--- src/rtl/html_tag_stripper_assert.svh ---
// assertion macros shared by the stripper modules
`ifndef HTML_TAG_STRIPPER_ASSERT_SVH
`define HTML_TAG_STRIPPER_ASSERT_SVH

// same-cycle implication, checked out of reset
`define HTS_ASSERT_NOW(label, clk, rstn, ante, cons) \
    label: assert property (@(posedge clk) disable iff (!rstn) (ante) |-> (cons)) \
        else $error("html_tag_stripper check failed");

// next-cycle implication, checked out of reset
`define HTS_ASSERT_NEXT(label, clk, rstn, ante, cons) \
    label: assert property (@(posedge clk) disable iff (!rstn) (ante) |=> (cons)) \
        else $error("html_tag_stripper check failed");

`endif

--- src/rtl/hts_pkg.sv ---
package hts_pkg;

    // command from the front classifier to the back emitter
    typedef enum logic [1:0] {
        CMD_NONE    = 2'd0,
        CMD_TEXT    = 2'd1,
        CMD_SPACE   = 2'd2,
        CMD_NEWLINE = 2'd3
    } cmd_op_t;

    typedef struct packed {
        cmd_op_t    op;
        logic [7:0] data;
        logic       last;
    } cmd_t;

    // command queue geometry
    localparam int CMD_DEPTH = 4;
    localparam int CMD_PTR_W = 2;
    localparam int CMD_CNT_W = 3;

    // special bytes
    localparam logic [7:0] CH_LT    = 8'h3C;
    localparam logic [7:0] CH_GT    = 8'h3E;
    localparam logic [7:0] CH_SPACE = 8'h20;
    localparam logic [7:0] CH_LF    = 8'h0A;

    // block-level tag names
    localparam int NUM_NAMES   = 22;
    localparam int NAME_MAXLEN = 7;
    localparam int NAME_IDX_W  = 5;

    localparam logic [2:0] NAME_LEN [NUM_NAMES] = '{
        3'd2, 3'd1, 3'd2, 3'd2, 3'd2, 3'd2, 3'd2, 3'd2, 3'd5, 3'd3, 3'd3,
        3'd5, 3'd5, 3'd5, 3'd5, 3'd3, 3'd6, 3'd7, 3'd4, 3'd7, 3'd7, 3'd2
    };

    // right-justified in 56 bits, first character highest
    localparam logic [NAME_MAXLEN*8-1:0] NAME_STR [NUM_NAMES] = '{
        56'("br"), 56'("p"), 56'("h1"), 56'("h2"), 56'("h3"), 56'("h4"),
        56'("h5"), 56'("h6"), 56'("title"), 56'("div"), 56'("pre"),
        56'("table"), 56'("tbody"), 56'("thead"), 56'("tfoot"), 56'("img"),
        56'("figure"), 56'("address"), 56'("form"), 56'("section"),
        56'("article"), 56'("li")
    };

    // character at position pos of a name, pos must be below its length
    function automatic logic [7:0] name_char(logic [NAME_IDX_W-1:0] idx, logic [2:0] pos);
        logic [2:0] shift;
        shift = NAME_LEN[idx] - 3'd1 - pos;
        return NAME_STR[idx][8*shift +: 8];
    endfunction

endpackage

--- src/rtl/hts_front.sv ---
module hts_front #(
    parameter int MAX_PREFIX = 8
) (
    input  logic             aclk,
    input  logic             aresetn,
    input  logic             s_valid,
    output logic             s_ready,
    input  logic [7:0]       s_in_byte,
    input  logic             s_end_of_text,
    output logic             cmd_valid,
    input  logic             cmd_ready,
    output hts_pkg::cmd_t    cmd
);
    import hts_pkg::*;

    localparam int NAME_CAP = MAX_PREFIX - 1;
    localparam int LEN_W    = $clog2(MAX_PREFIX);

    logic                 inside_reg, inside_next;
    logic                 match_reg, match_next;
    logic [LEN_W-1:0]     len_reg, len_next;
    logic [NUM_NAMES-1:0] alive_reg, alive_next;

    logic                 accept;
    logic                 is_ws;
    logic [31:0]          len_ext;
    logic [2:0]           pos;
    logic                 pos_ok;
    logic [NUM_NAMES-1:0] init_mask;
    logic [NUM_NAMES-1:0] alive_hit;
    logic [NUM_NAMES-1:0] full_hit;
    logic [NUM_NAMES-1:0] part_hit;
    cmd_op_t              op;

    assign s_ready = cmd_ready;
    assign accept  = s_valid && s_ready;

    // position of the next name byte
    assign len_ext = 32'(len_reg);
    assign pos_ok  = len_ext < NAME_MAXLEN;
    assign pos     = len_ext[2:0];

    // per-name prefix compare on the incoming byte
    always_comb begin
        for (int i = 0; i < NUM_NAMES; i++) begin
            init_mask[i] = 32'(NAME_LEN[i]) <= NAME_CAP;
            alive_hit[i] = alive_reg[i] && pos_ok && (NAME_LEN[i] > pos) &&
                           (name_char(NAME_IDX_W'(i), pos) == s_in_byte);
            full_hit[i]  = alive_hit[i] && ({1'b0, NAME_LEN[i]} == ({1'b0, pos} + 4'd1));
            part_hit[i]  = alive_hit[i] && ({1'b0, NAME_LEN[i]} > ({1'b0, pos} + 4'd1));
        end
    end

    assign is_ws = s_in_byte inside {CH_SPACE, [8'd9:8'd13]};

    // classify the byte and advance the tag state
    always_comb begin
        inside_next = inside_reg;
        match_next  = match_reg;
        len_next    = len_reg;
        alive_next  = alive_reg;
        op          = CMD_NONE;
        if (s_in_byte == CH_LT) begin
            inside_next = 1'b1;
            match_next  = 1'b1;
            len_next    = '0;
            alive_next  = init_mask;
        end else if (s_in_byte == CH_GT) begin
            inside_next = 1'b0;
            match_next  = 1'b0;
        end else if (match_reg) begin
            if (len_ext >= NAME_CAP) begin
                match_next = 1'b0;
            end else begin
                len_next   = len_reg + 1'b1;
                alive_next = alive_hit;
                if (|full_hit) begin
                    match_next = 1'b0;
                    op         = CMD_NEWLINE;
                end else if (!(|part_hit)) begin
                    match_next = 1'b0;
                end
            end
        end else if (!inside_reg) begin
            op = is_ws ? CMD_SPACE : CMD_TEXT;
        end
        if (s_end_of_text) begin
            inside_next = 1'b0;
            match_next  = 1'b0;
            len_next    = '0;
        end
    end

    // only transactions that matter to the back end are queued
    assign cmd.op    = op;
    assign cmd.data  = s_in_byte;
    assign cmd.last  = s_end_of_text;
    assign cmd_valid = s_valid && ((op != CMD_NONE) || s_end_of_text);

    always_ff @(posedge aclk) begin
        if (!aresetn) begin
            inside_reg <= 1'b0;
            match_reg  <= 1'b0;
            len_reg    <= '0;
            alive_reg  <= '0;
        end else if (accept) begin
            inside_reg <= inside_next;
            match_reg  <= match_next;
            len_reg    <= len_next;
            alive_reg  <= alive_next;
        end
    end

endmodule

--- src/rtl/hts_cmd_fifo.sv ---
`include "html_tag_stripper_assert.svh"

module hts_cmd_fifo (
    input  logic          aclk,
    input  logic          aresetn,
    input  logic          push_valid,
    output logic          push_ready,
    input  hts_pkg::cmd_t push_cmd,
    output logic          pop_valid,
    input  logic          pop,
    output hts_pkg::cmd_t pop_cmd
);
    import hts_pkg::*;

    cmd_t                 entry_reg [CMD_DEPTH];
    logic [CMD_PTR_W-1:0] wr_ptr_reg, rd_ptr_reg;
    logic [CMD_CNT_W-1:0] count_reg, count_next;
    logic                 do_push, do_pop;

    assign push_ready = count_reg != CMD_CNT_W'(CMD_DEPTH);
    assign pop_valid  = count_reg != '0;
    assign pop_cmd    = entry_reg[rd_ptr_reg];
    assign do_push    = push_valid && push_ready;
    assign do_pop     = pop && pop_valid;

    always_comb begin
        count_next = count_reg;
        if (do_push && !do_pop) begin
            count_next = count_reg + 1'b1;
        end else if (do_pop && !do_push) begin
            count_next = count_reg - 1'b1;
        end
    end

    // entry storage
    always_ff @(posedge aclk) begin
        if (do_push) begin
            entry_reg[wr_ptr_reg] <= push_cmd;
        end
    end

    // pointers and fill level
    always_ff @(posedge aclk) begin
        if (!aresetn) begin
            wr_ptr_reg <= '0;
            rd_ptr_reg <= '0;
            count_reg  <= '0;
        end else begin
            if (do_push) begin
                wr_ptr_reg <= wr_ptr_reg + 1'b1;
            end
            if (do_pop) begin
                rd_ptr_reg <= rd_ptr_reg + 1'b1;
            end
            count_reg <= count_next;
        end
    end

    `HTS_ASSERT_NOW(a_fill_bounded, aclk, aresetn, 1'b1, count_reg <= CMD_CNT_W'(CMD_DEPTH))
    `HTS_ASSERT_NOW(a_ptr_gap, aclk, aresetn, (count_reg == '0) || (count_reg == CMD_CNT_W'(CMD_DEPTH)), wr_ptr_reg == rd_ptr_reg)

endmodule

--- src/rtl/hts_back.sv ---
`include "html_tag_stripper_assert.svh"

module hts_back (
    input  logic          aclk,
    input  logic          aresetn,
    input  logic          cfg_wr_en,
    input  logic [1:0]    cfg_wr_data,
    input  logic          cmd_valid,
    output logic          cmd_pop,
    input  hts_pkg::cmd_t cmd,
    output logic          m_valid,
    input  logic          m_ready,
    output logic [7:0]    m_out_byte,
    output logic          m_has_byte,
    output logic          m_last_out
);
    import hts_pkg::*;

    logic [1:0] limit_reg;
    logic       after_space_reg, after_space_next;
    logic [1:0] nl_count_reg, nl_count_next;
    logic       held_reg, held_next;
    logic       m_valid_reg;
    logic [7:0] out_byte_reg, out_byte_next;
    logic       has_byte_reg, has_byte_next;
    logic       last_reg, last_next;

    logic       out_free;
    logic       emits;
    logic       need_out;
    logic       advance;
    logic       load;

    assign out_free = !m_valid_reg || m_ready;
    assign emits    = (cmd.op == CMD_TEXT) ||
                      ((cmd.op == CMD_NEWLINE) && (nl_count_reg < limit_reg));
    assign need_out = emits || cmd.last;
    assign advance  = cmd_valid && (!need_out || out_free);
    assign load     = advance && need_out;
    // a held space goes out first and keeps the command at the head
    assign cmd_pop  = advance && !(emits && held_reg);

    // text state and the next result
    always_comb begin
        after_space_next = after_space_reg;
        nl_count_next    = nl_count_reg;
        held_next        = held_reg;
        out_byte_next    = '0;
        has_byte_next    = 1'b0;
        last_next        = cmd.last;
        if (emits && held_reg) begin
            out_byte_next = CH_SPACE;
            has_byte_next = 1'b1;
            last_next     = 1'b0;
            held_next     = 1'b0;
        end else if (emits) begin
            has_byte_next = 1'b1;
            if (cmd.op == CMD_NEWLINE) begin
                out_byte_next = CH_LF;
                nl_count_next = nl_count_reg + 2'd1;
            end else begin
                out_byte_next    = cmd.data;
                after_space_next = 1'b0;
            end
        end else if ((cmd.op == CMD_SPACE) && !after_space_reg) begin
            held_next        = 1'b1;
            after_space_next = 1'b1;
            nl_count_next    = '0;
        end
        if (cmd.last && cmd_pop) begin
            after_space_next = 1'b1;
            nl_count_next    = '0;
            held_next        = 1'b0;
        end
    end

    // newline limit register
    always_ff @(posedge aclk) begin
        if (!aresetn) begin
            limit_reg <= 2'd2;
        end else if (cfg_wr_en) begin
            limit_reg <= cfg_wr_data;
        end
    end

    // text state
    always_ff @(posedge aclk) begin
        if (!aresetn) begin
            after_space_reg <= 1'b1;
            nl_count_reg    <= '0;
            held_reg        <= 1'b0;
        end else if (advance) begin
            after_space_reg <= after_space_next;
            nl_count_reg    <= nl_count_next;
            held_reg        <= held_next;
        end
    end

    // output register
    always_ff @(posedge aclk) begin
        if (!aresetn) begin
            m_valid_reg <= 1'b0;
        end else if (out_free) begin
            m_valid_reg <= load;
        end
    end

    always_ff @(posedge aclk) begin
        if (load) begin
            out_byte_reg <= out_byte_next;
            has_byte_reg <= has_byte_next;
            last_reg     <= last_next;
        end
    end

    assign m_valid    = m_valid_reg;
    assign m_out_byte = out_byte_reg;
    assign m_has_byte = has_byte_reg;
    assign m_last_out = last_reg;

    `HTS_ASSERT_NOW(a_bare_is_last, aclk, aresetn, m_valid_reg && !has_byte_reg, last_reg)
    `HTS_ASSERT_NOW(a_space_not_last, aclk, aresetn, m_valid_reg && has_byte_reg && (out_byte_reg == CH_SPACE), !last_reg)
    `HTS_ASSERT_NEXT(a_doc_end_clears, aclk, aresetn, load && cmd.last && cmd_pop, after_space_reg && !held_reg && (nl_count_reg == 2'd0))

endmodule

--- src/rtl/html_tag_stripper.sv ---
// channel   | handshake          | payload
// ----------+--------------------+--------------------------------------
// input     | s_valid / s_ready  | s_in_byte, s_end_of_text
// result    | m_valid / m_ready  | m_out_byte, m_has_byte, m_last_out
// config    | cfg_wr_en          | cfg_wr_data (newline_limit)
//
// one byte accepted per cycle while the 4-entry command queue has room
// results leave at one per cycle while m_ready is high; a byte that releases a held space yields two results
// result valid after its input transaction has passed through the queue and then the output register
// front and back stall independently; the queue absorbs result-side backpressure
// reset is synchronous; newline_limit returns to 2
module html_tag_stripper #(
    parameter int MAX_PREFIX = 8
) (
    input  logic       aclk,
    input  logic       aresetn,
    input  logic       cfg_wr_en,
    input  logic [1:0] cfg_wr_data,
    input  logic       s_valid,
    output logic       s_ready,
    input  logic [7:0] s_in_byte,
    input  logic       s_end_of_text,
    output logic       m_valid,
    input  logic       m_ready,
    output logic [7:0] m_out_byte,
    output logic       m_has_byte,
    output logic       m_last_out
);
    import hts_pkg::*;

    logic push_valid, push_ready;
    cmd_t push_cmd;
    logic head_valid, head_pop;
    cmd_t head_cmd;

    // tag tracking and name matching
    hts_front #(
        .MAX_PREFIX (MAX_PREFIX)
    ) u_front (
        .aclk          (aclk),
        .aresetn       (aresetn),
        .s_valid       (s_valid),
        .s_ready       (s_ready),
        .s_in_byte     (s_in_byte),
        .s_end_of_text (s_end_of_text),
        .cmd_valid     (push_valid),
        .cmd_ready     (push_ready),
        .cmd           (push_cmd)
    );

    // decoupling queue
    hts_cmd_fifo u_fifo (
        .aclk       (aclk),
        .aresetn    (aresetn),
        .push_valid (push_valid),
        .push_ready (push_ready),
        .push_cmd   (push_cmd),
        .pop_valid  (head_valid),
        .pop        (head_pop),
        .pop_cmd    (head_cmd)
    );

    // spacing, newline limit and result output
    hts_back u_back (
        .aclk        (aclk),
        .aresetn     (aresetn),
        .cfg_wr_en   (cfg_wr_en),
        .cfg_wr_data (cfg_wr_data),
        .cmd_valid   (head_valid),
        .cmd_pop     (head_pop),
        .cmd         (head_cmd),
        .m_valid     (m_valid),
        .m_ready     (m_ready),
        .m_out_byte  (m_out_byte),
        .m_has_byte  (m_has_byte),
        .m_last_out  (m_last_out)
    );

endmodule

--- config.mk ---
export PLATFORM = sky130hd
export DESIGN_NAME = html_tag_stripper
export DESIGN_NICKNAME = d
export VERILOG_FILES = /design/src/rtl/hts_pkg.sv /design/src/rtl/hts_front.sv /design/src/rtl/hts_cmd_fifo.sv /design/src/rtl/hts_back.sv /design/src/rtl/html_tag_stripper.sv
export VERILOG_INCLUDE_DIRS = /design/src /design/src/rtl
export SDC_FILE = /design/constraint.sdc
export NUM_CORES = 1
export LEC_CHECK = 0
export ABC_AREA = 1
export ABC_CLOCK_PERIOD_IN_PS = 10500
export BUFFER_PORTS_ARGS = -buffer_cell sky130_fd_sc_hd__buf_2
export CORE_UTILIZATION = 35
export CTS_CLUSTER_DIAMETER = 120
export CTS_CLUSTER_SIZE = 25
export DETAILED_ROUTE_END_ITERATION = 7
export PLACE_DENSITY = 0.52
export REMOVE_ABC_BUFFERS = 1
export SLEW_MARGIN = 10
export SYNTH_ARGS = -nofsm -noshare
export SYNTH_HDL_FRONTEND = slang
export SYNTH_SLANG_ARGS = --single-unit
export TNS_END_PERCENT = 5
--- constraint.sdc ---
create_clock -name aclk -period 10.5 [get_ports aclk]
set_input_delay 0.525 -clock aclk [delete_from_list [all_inputs] [get_ports aclk]]
set_output_delay 0.525 -clock aclk [all_outputs]
set_load 0.005 [all_outputs]
---- Word level (Yosys, flattened, before mapping) ----
Memory sizes are Yosys's and may differ from the RTL's. A register that Yosys moved wholly into a read port is not among the register bits.
Cells that the tools add are included.
operators by class
  multiplexer cells ....................... 48
  shift operators ......................... 22
  add/subtract/negate cells ............... 14
  bitwise logic cells ..................... 1
  reductions and logical operators ........ 154
  equality and inequality tests ........... 44
  order comparisons ....................... 19
operators by type and width
  kind                                                            number
  variable part select 56 x 7 -> 8 bit, first input constant      22
  == test 8 bit                                                   22
  logical AND 1 bit                                               124
  two-way mux 22 bit                                              4
  OR reduction 22 bit                                             2
  two-way mux 2 bit                                               14
  == test 8 x 6 -> 1 bit, second input constant                   3
  two-way mux 1 bit                                               21
  two-way mux 3 bit                                               7
  == test 3 x 4 -> 1 bit, first input constant                    4
  greater-than comparator 3 x 4 -> 1 bit, first input constant    4
  AND reduction 4 bit                                             4
  nonzero test 3 bit                                              5
  greater-than comparator 3 bit, first input constant             4
  two-way mux 6 bit                                               2
  inequality test 3 bit, second input constant                    4
  subtractor 3 bit, first input constant                          3
  == test 2 x 4 -> 1 bit, first input constant                    2
  >= comparator 8 x 4 -> 1 bit, second input constant             1
  greater-than comparator 2 x 4 -> 1 bit, first input constant    2
  less-or-equal comparator 8 x 4 -> 1 bit, second input constant  1
  nonzero test 2 bit                                              4
  adder 2 x 1 -> 2 bit, second input constant                     3
  adder 3 x 1 -> 3 bit, second input constant                     2
  other kinds (23)                                                38
word-level totals
  flip-flop bits (word level) ............. 51
  logic and storage cells ................. 320
  memories ................................ 1
  bits in writable memories ............... 44
memories
  memory            words  width  rd ports  clocked after Yosys merged registers in  wr ports  line                source
  u_fifo.entry_reg  4      11     1         1                                        1         hts_cmd_fifo.sv:15  cmd_t entry_reg [CMD_DEPTH];

---- Logic depth before layout (Yosys ltp) ----
  depth in word-level cells ............... 19
  gate-level depth with buffers ........... 32
  mapped depth without buffers ............ 30

---- Cells and area by module ----
From an unflattened synthesis, not the netlist that was laid out.
second synthesis, totals
  cell total of the unflattened synthesis .. 1,046
  area total of the unflattened synthesis .. 7,139.3 um^2
modules (own cells, without submodules)
  module        cells an instance  seq. area each (um^2)  area an instance (um^2)  times used
  hts_front     777                540.5                  4,160.2                  1
  hts_cmd_fifo  175                1,501.4                2,145.8                  1
  hts_back      94                 440.4                  833.3                    1

---- Least setup slack after synthesis ----
OpenSTA, ideal clock, no wires.
  kind .................................... register to register
  from .................................... register u_front.len_reg[1]
  to ...................................... register u_fifo.count_reg[2]
  library setup time ...................... 0.122 ns
  cell stages (with the launch flop) ...... 27
  path slack .............................. 6.707 ns
  arrival time ............................ 3.671 ns
  data required time ...................... 10.378 ns
  path through ............................ dfxtp_1 > inv_1 > ha_1 > inv_2 > ha_1 > inv_1 > nand2_1 > xor2_1 > nand3_1 > nor2_1 > nand2_1 > a21boi_0 > nor2_1 > nand3_2 > nand2_2 > nand2_2 > o21ai_2 > nand2_4 > nand2_2 > inv_1 > ha_1 > inv_1 > fa_1 > a21oi_1 > o21ai_0 > o21ai_0 > a21oi_1
on the way
  cells in the longest elaborated chain, start to end .. 18
RTL lines
  element                                                                           line                              source
  start: declaration                                                                hts_front.sv:21                   logic [LEN_W-1:0] len_reg, len_next;
  start signal: assignment                                                          hts_front.sv:109                  len_reg <= len_next;
  subtractor 1 x 3 -> 3 bit, or another cell as far along                           hts_pkg.sv:50                     shift = NAME_LEN[idx] - 3'd1 - pos;
  variable part select 56 x 7 -> 8 bit / logical AND 1 bit (equally long branches)  hts_pkg.sv:51, hts_front.sv:47
  == test 8 bit / logical AND 1 bit (equally long branches)                         hts_front.sv:48, hts_front.sv:47
  logical AND 1 bit                                                                 hts_front.sv:47                   alive_hit[i] = alive_reg[i] && pos_ok && (NAME_LEN[i] > pos) &&
  logical AND 1 bit                                                                 hts_front.sv:49                   full_hit[i] = alive_hit[i] && ({1'b0, NAME_LEN[i]} == ({1'b0, pos} + 4'd1));
  OR reduction 22 bit                                                               hts_front.sv:77                   if (|full_hit) begin
  two-way mux 2 bit                                                                 hts_front.sv:77
  two-way mux 2 bit (*)                                                             hts_front.sv:72                   if (len_ext >= NAME_CAP) begin
  [... 3 more ...]                                                                  n/a
  nonzero test 2 bit (*)                                                            hts_front.sv:98                   assign cmd_valid = s_valid && ((op != CMD_NONE) || s_end_of_text);
  logical OR 1 bit (*)                                                              hts_front.sv:98
  logical AND 1 bit (*)                                                             hts_front.sv:98
  logical AND 1 bit (*)                                                             hts_cmd_fifo.sv:23                assign do_push = push_valid && push_ready;
  named net u_fifo.do_push                                                          hts_cmd_fifo.sv:18                logic do_push, do_pop;
  zero test 1 bit                                                                   hts_cmd_fifo.sv:30                end else if (do_pop && !do_push) begin
  logical AND 1 bit                                                                 hts_cmd_fifo.sv:30
  nonzero test 2 bit (no line)                                                      n/a
  end signal: assignment                                                            hts_cmd_fifo.sv:55                count_reg <= count_next;
  end: declaration                                                                  hts_cmd_fifo.sv:17                logic [CMD_CNT_W-1:0] count_reg, count_next;
Mark *: on every way through the listed nets, which the timed path passes. The rest lies on a longest branch.
A chain may end at the register's enable or synchronous reset.

---- Worst setup path after layout ----
  from .................................... register u_front.len_reg[0]
  to ...................................... register u_fifo.count_reg[2]
Same word-level chain as after synthesis.

==> impl_metrics.ini <==
[global_routing]
grt_pass1_vias = 5863
antenna_found_initial = 0
grt_first_pass_wirelength_mm = 32.7
globalRouteOverflowTotal = 0
track_usage = 0.218
grt_max_degree = 26

[detailed_routing]
post_drt_via_cell_ratio = 5.22
drc_errors = 0
drt_iter0_drc = 419
routed_wl_mm = 20.4
avgRoutedWirePerCell_um = 17.2
dr.pass1.iters = 6
vias = 6189
postRouteAntennaNets = 0

[clocking]
root_buffer = clkbuf_16
post_cts_buffers = 0
htreeDepth = 3
cts_tree = built
clk_pin_slew_ps = 70
insertion_delay_ps = 350
numCtsBuffers = 9
ctsHoldBuffers = 0
cts_sinks = 97
clk_path_buf_depth = 2
cts-resized-gates = 0

[power]
p_int_uw = 832
powerDensity_mw_per_mm2 = 193
power_frac_comb = 0.374
p_sw_uw = 559
p_leak_uw = 0.00314
p_total_uw = 1390
netSwitchingFraction = 0.402
clockPowerShare = 0.254
pwr-share-seq = 0.372
ir_worst_vdd_v = 0.0000827

[logic_synthesis]
synth_top_cell_by_area = edfxtp_1
synth-seq-cells = 97
synth_edf_count = 54
synthFlopType = edfxtp_1
avgSynthCellArea_um2 = 7.00
ys.warnings.count = 0
yosys-top-cells-area = edfxtp_1 (24%), nand2_1 (14%), dfxtp_1 (13%)
syn_area_mm2 = 0.00663
synth_top_area_frac = 0.244
synthArstFlopShare = 0
syn_inst = 948
synth_cell_types = 43
synth-seq-area-share = 0.374

[sta]
timing.fmax_mhz = 209
worst_pin_slew_ps = 1120
setup_viol = 0
tns_ps = 0
setup_slack_ps = 5720
hold_viol_final = 0
post-route-period-util = 0.455
grt_setup_unrepaired = no
whs_ps = 380
max_slew_margin = 0.249
slew_viol_final = 0
period_needed_ps = 4780
skew_ps = 8.45

[layout]
final_util = 0.394
final_nets = 997
nFillCells = 1956
area_growth_pct = 8.39
largest_reg_flops = 44
seqCellArea_mm2 = 0.00248
post_route_cells_drive_above_1_share = 0.0940
diodes = 0
multi_input_area_mm2 = 0.00360

[die]
rows = 49
core_mm2 = 0.0183
die-height_um = 140
die_w_um = 140
start_util = 0.363
die-area_mm2 = 0.0195
pin_count = 28

[setup_path]
cpPeakStageDelay_ps = 710
regToRegSetupSlack_ps = 5720
end_kind = flip-flop
worstPathArrival_ps = 5020
slowest_stage = dfxtp_1
cp-start-kind = flip-flop
path_class = flip-flop to flip-flop
cp_data_required_time_ps = 10740
crit_fanout = 14
r2r_cells = 27
crit_top_cell = inv_1

[run]
cap_violations = 0

[placement]
routabilityCongestion = 0.934
portBuffers = 27
dp_slack_ps = 5800
dp_hpwl_mm = 14.3

[min_path]
holdPathStages = 3
holdCritPathClass = input pin to flip-flop

[status]
status = finished, final reports clean
-- power by group through the flow --
stage	sequential [uW]	clock (uW)	combinational [uW]
floorplan	519	0	370
global placement	528	0	528
detailed placement	527	0	521
CTS	519	365	523
global route	526	379	593
finish	517	354	520
-- metal layers --
| metal | vias up | part of all wire | GRT usage |
|---|---|---|---|
| met5 | - | 0 | 0 |
| met1 | 2790 | 0.45 | 0.281 |
| met4 | 0 | 0.039 | 0.0983 |
| met3 | 53 | 0.050 | 0.0372 |
| li1 | 3133 | - | - |
| met2 | 213 | 0.46 | 0.358 |
-- worst max-delay path, delay by kind of cell (launching register included) --
family                   cells  cell delay (ps)
adder cells (fa/ha/maj)      4             1240
AND/OR/NAND/NOR             11             1120
buffers and inverters        6              810
AO/OA/AOI/OAI                6              770
flip-flops                   1              710
-- cell usage in the layout (no fill, tap or decap), types with 4 or more instances in the layout --
cell	n
nand3_1	93
a221oi_1	6
nor4_1	4
o21ai_0	55
edfxtp_1	54
inv_1	78
nand3_2	4
a21oi_1	40
nand2_1	251
dfxtp_1	43
ha_1	28
nand4_1	13
xnor2_1	6
clkbuf_16	9
nand2_4	4
a31oi_1	10
inv_2	15
nor3_1	11
nand2_2	11
nor2_1	144
a211oi_1	5
buf_2	27
xor2_1	7
-- path summary, 6_finish.rpt --
| check | start | end |
|---|---|---|
| worst max register to register | u_front.len_reg[0] | u_fifo.count_reg[2] |
| worst max-delay path | u_front.len_reg[0] | u_fifo.count_reg[2] |
| worst min register to register | u_back.limit_reg[1] | u_back.limit_reg[1] |
| worst min-delay path | cfg_wr_data[1] | u_back.limit_reg[1] |
-- area by class of cell --
type	count	area share
Sequential cell	97	0.345
Timing Repair Buffer	28	0.0198
Multi-Input combinational cell	722	0.501
Inverter	94	0.0491
Tap cell	229	0.0399
Clock buffer	9	0.0313
Clock inverter	7	0.0134
-- through the flow --
stage	std cells	cell area (um2)
after floorplan	913	6440
after global placement	1170	6870
after detailed placement	1170	6870
after CTS	1186	7190
after global routing	1186	7190
final	1186	7190
-- logic make-up after synthesis --
| logic type | share of synthesized area |
|---|---|
| adders and majority gates | 0.0558 |
| xor gates and xnor gates | 0.0172 |
| and+or+nand+nor | 0.359 |
| DFF | 0.374 |
| buffers and inverters | 0.0824 |
| AOI/OAI and AO/OA | 0.111 |
-- Yosys cell counts, drive strengths merged (2+ instances only) --
| cell type | n |
|---|---|
| dfxtp | 43 |
| nand4 | 13 |
| nand3 | 97 |
| edfxtp | 54 |
| o22ai | 3 |
| nand2 | 266 |
| nand3b | 3 |
| and3 | 2 |
| buf | 24 |
| nor4 | 4 |
| xnor2 | 6 |
| inv | 93 |
| xor2 | 7 |
| ha | 28 |
| clkbuf | 11 |
| a221oi | 6 |
| o211ai | 2 |
| a21oi | 40 |
| a31oi | 10 |
| nor2 | 150 |
| o21ai | 60 |
| a211oi | 5 |
| a21boi | 2 |
| nor3 | 12 |
Note: power is estimated with default switching activity, not from simulation.
